===== src/sv/dgfs_ram.sv =====
// Generic single-write, single-read RAM with registered read data.
`default_nettype none

module dgfs_ram #(
    parameter int WIDTH = 8,
    parameter int DEPTH = 16
) (
    input  logic                     i_clk,
    input  logic                     i_we,
    input  logic [$clog2(DEPTH)-1:0] i_waddr,
    input  logic [WIDTH-1:0]         i_wdata,
    input  logic [$clog2(DEPTH)-1:0] i_raddr,
    output logic [WIDTH-1:0]         o_rdata
);

    logic [WIDTH-1:0] r_mem [DEPTH];

    // write port
    always_ff @(posedge i_clk) begin
        if (i_we) begin
            r_mem[i_waddr] <= i_wdata;
        end
    end

    // registered read port
    always_ff @(posedge i_clk) begin
        o_rdata <= r_mem[i_raddr];
    end

endmodule

`default_nettype wire

===== config.mk =====
export PLATFORM = sky130hd
export DESIGN_NAME = dgfs_ram
export DESIGN_NICKNAME = d
export VERILOG_FILES = /design/src/sv/dgfs_ram.sv
export SDC_FILE = /design/constraint.sdc
export NUM_CORES = 1
export LEC_CHECK = 0
export BUFFER_PORTS_ARGS = -buffer_cell sky130_fd_sc_hd__buf_2
export CORE_MARGIN = 2
export CORE_UTILIZATION = 30
export CTS_CLUSTER_SIZE = 14
export DETAILED_ROUTE_END_ITERATION = 10
export GPL_TIMING_DRIVEN = 1
export PLACE_DENSITY = 0.41
export SYNTH_ARGS = -nofsm -noshare
export SYNTH_HDL_FRONTEND = slang
export SYNTH_SLANG_ARGS = --single-unit

===== constraint.sdc =====
create_clock -name i_clk -period 2.1 [get_ports i_clk]
set_input_delay 0.42 -clock i_clk [delete_from_list [all_inputs] [get_ports i_clk]]
set_output_delay 0.42 -clock i_clk [all_outputs]
set_load 0.02 [all_outputs]

==> Word-level counts from Yosys, hierarchy flattened <==
Memory sizes are Yosys's and may differ from the RTL's. A register that Yosys moved wholly into a read port is not among the register bits.
Cells that the tools add are included.
{ "word_totals": {"ff_bits": 0, "ram_bits": 128, "inputBits": 18, "word_cells": 3, "n_memories": 1} }
{ "classes": {"muxes": 2} }
{ "mem_list": {"columns": ["memory", "depth", "width", "rd", "rd_ports_with_merged_regs", "wr", "line_no", "text"], "rows": [
  ["r_mem", 16, 8, 1, 1, 1, "16", "logic [WIDTH-1:0] r_mem [DEPTH];"]
]} }
{ "op_table": {"columns": ["op", "count"], "rows": [
  ["1-bit two-way mux", 2]
]} }

==> Logic depth before layout (Yosys ltp) <==
{ "depth": {"ltp_word": 2, "depth_mapped": 5, "depth_no_buf": 3} }

==> Worst setup path before layout <==
OpenSTA, ideal clock, no wires.
{ "synth_timing": {"path_type": "input port to flip-flop", "from": "input i_waddr[2]", "to": "memory r_mem[0][0], enable pin", "setup_time_ns": 0.383, "arrival_ns": 1.530, "required_time_ns": 1.717, "path_slack_ns": 0.187, "path_stages": 2, "n_path_buf": 0, "path_cell_list": "or3b_2 > nor3_1"} }
{ "synth_rtl": {"columns": ["item", "line_no", "text"], "rows": [
  ["start, declared", "10", "input logic [$clog2(DEPTH)-1:0] i_waddr,"],
  ["end, declared", "16", null]
]} }
No word-level cell before the write port.

==> reports/results.tsv <==
stage	metric	value	unit
sta	fmax	657	MHz
clocking	htree_levels	4	
placement	port_buffers	25	
clocking	clock-sinks	136	
critical_path	crit_fanout	17	
logic_synthesis	synth-compound-area-share	0.0233	
critical_path	r2r-start	r_mem[9][4]	
placement	dp.cells	488	
clocking	post_cts_buffers	0	
route	wirelength	11.2	mm
die	rows	47	
power_and_ir_drop	cellPowerDensity	966	nW/um^2
logic_synthesis	synth.distinct_cells	19	
die	die_h	135	um
logic_synthesis	synth-seq-area-share	0.778	
logic_synthesis	yosys_warnings	0	
sta	post-route-min-period	1520	ps
logic_synthesis	syn_inst	229	
logic_synthesis	postSynthAreaPerCell	22.5	sq um
logic_synthesis	synthAdderAreaFrac	0	
placement	dp_slack	126	ps
clocking	cts_inserted_buffers	17	
power_and_ir_drop	peakVddDrop	0.583	mV
critical_path	cp.arrival	1810	ps
route	antenna_left	0	
logic_synthesis	synthSimpleGateAreaFrac	0.0318	
die	coreArea	16700	sq um
die	dieArea	18200	sq um
clocking	insertion_delay	420	ps
clocking	clkSlewWorstSetupHoldPaths	50	ps
logic_synthesis	synth_top_family_by_area	multiplexers	
global_routing	grt_use_total	0.134	
logic_synthesis	synth_mux_area_frac	0.150	
critical_path	critical_path_class	primary input to register	
sta	finalHoldViolations	0	
finish	fillCellCount	1565	
critical_path	worst_setup_path_start_kind	primary input	
sta	slew-limit-headroom	0.686	
clocking	cts_resized	0	
critical_path	required	2390	ps
sta	finalCritPeriodShare	0.724	
sta	worstMarginPinSlew	471	ps
critical_path	end_kind	register	
sta	setup_viol	0	
critical_path	crit_start	i_raddr[0]	
global_routing	grt_first_pass_wirelength	16.7	mm
sta	fin_tns_setup	0	ps
clocking	cts_tree	built	
finish	antenna_cells	0	
die	initial_utilization	0.308	
route	wire_per_inst	21.5	um
route	firstDrtPassIters	6	
clocking	clockRootBuffer	clkbuf_16	
min_path	holdCritStartpoint	i_wdata[6]	
finish	final_cell_mix	edfxtp_1 (128), buf_2 (25), buf_4 (21)	
global_routing	antenna_found_initial	0	
clocking	cts.path.max_buffers	2	
power_and_ir_drop	leakage	0.00209	uW
finish	fin_nets	305	
logic_synthesis	ys_ff_latch	136	
logic_synthesis	syn_nets	247	
finish	fin_cells	520	
sta	slew_violations	0	
route	drc_errors	0	
die	io_pins	26	
sta	fin_skew	5.47	ps
placement	gp_congestion	0.674	
job	drv_cap	0	
critical_path	r2r_setup_slack	640	ps
global_routing	grt_pass1_vias	2545	
clocking	holdBufCountCts	0	
min_path	hold_class	primary input to register	
sta	rsz0062_at_grt	false	
outcome	status	finished, final reports clean	
route	vias_per_cell	4.69	
die	fp.dieW	135	um
route	routed-via-count	2438	
finish	drive_gt1_frac	0.303	
global_routing	grt_max_degree	33	
finish	final_common_cell	edfxtp_1	
placement	dpl.hpwl	7.08	mm
sta	setup_ws	579	ps
route	drt_iter0_drc	228	
logic_synthesis	synth_xor_area_frac	0	
logic_synthesis	syn_area	5150	sq um
finish	area_delta_synth_final	20.3	%
global_routing	overflow	0	
finish	utilization	0.371	
report_power, final:
group | total, uW | switching (uW) | leakage, uW | internal [uW]
Clock | 2610 | 1010 | 0.000253 | 1600
Combinational | 316 | 188 | 0.000611 | 128
Sequential | 3060 | 21.1 | 0.00122 | 3040
cell type report:
cell class	count	area (sq um)	share of cell area
clock buffer	29	500	0.0808
clock inverter	3	15.0	0.00242
multi-input combinational	83	1060	0.171
sequential	136	4000	0.646
tap	220	275	0.0444
timing repair buffer	49	343	0.0553
state kept, by name, summed over array words and instances, names as in the netlist:
name / count
o_rdata: 8
r_mem: 128
worst paths after layout:
check,end,cells after the start
worst max-delay path,o_rdata[4],5
worst max register to register,o_rdata[4],3
worst min-delay path,r_mem[1][6],1
worst min register to register,o_rdata[5],3
cell families after synthesis:
logic type / Yosys count
simple gates: 35
buf+inv: 10
compound gates: 16
flops: 136
mux: 32
worst max-delay path, cell delays in order:
cell and delay (ps):
buf_2 140, buf_12 190, mux4_1 600, a22oi_1 380, nand2_1 80
metal layers:
| metal | share of wire | global-route usage | wire, um | up-vias |
|---|---|---|---|---|
| met4 | 0.020 | 0.0660 | 227 | 0 |
| met2 | 0.47 | 0.200 | 5260 | 56 |
| met3 | 0.031 | 0.0315 | 344 | 16 |
| li1 | - | - | - | 1084 |
| met1 | 0.48 | 0.185 | 5370 | 1282 |
| met5 | 0 | 0 | 0 | - |
synthesized netlist by cell type:
cell | count | area share
mux4_2 | 18 | 0.079
buf_2 | 3 | 0.0029
dfxtp_1 | 8 | 0.031
and2b_1 | 1 | 0.0015
nand2_1 | 9 | 0.0066
and2_1 | 1 | 0.0012
nand3b_1 | 2 | 0.0029
clkdlybuf4s25_2 | 3 | 0.0058
or3b_2 | 1 | 0.0017
buf_4 | 1 | 0.0015
nor2b_1 | 1 | 0.0012
nand2b_1 | 2 | 0.0024
buf_6 | 3 | 0.0066
a22oi_1 | 16 | 0.023
nor2_1 | 13 | 0.0095
edfxtp_1 | 128 | 0.75
nor3_1 | 4 | 0.0039
mux4_1 | 14 | 0.071
nand3_1 | 1 | 0.00097
per-stage QoR:
| stage | cell area (sq um) | hold WS (ps) | total power (uW) |
|---|---|---|---|
| 5_1_grt | 6190 | 400 | 6180 |
| 6_report | 6190 | 391 | 5980 |
| 2_1_floorplan | 5150 | 519 | 3280 |
| 3_3_place_gp | 5680 | 671 | 3440 |
| 3_5_place_dp | 5680 | 676 | 3440 |
| 4_1_cts | 6190 | 381 | 6050 |
(Power assumes the default switching activity.)
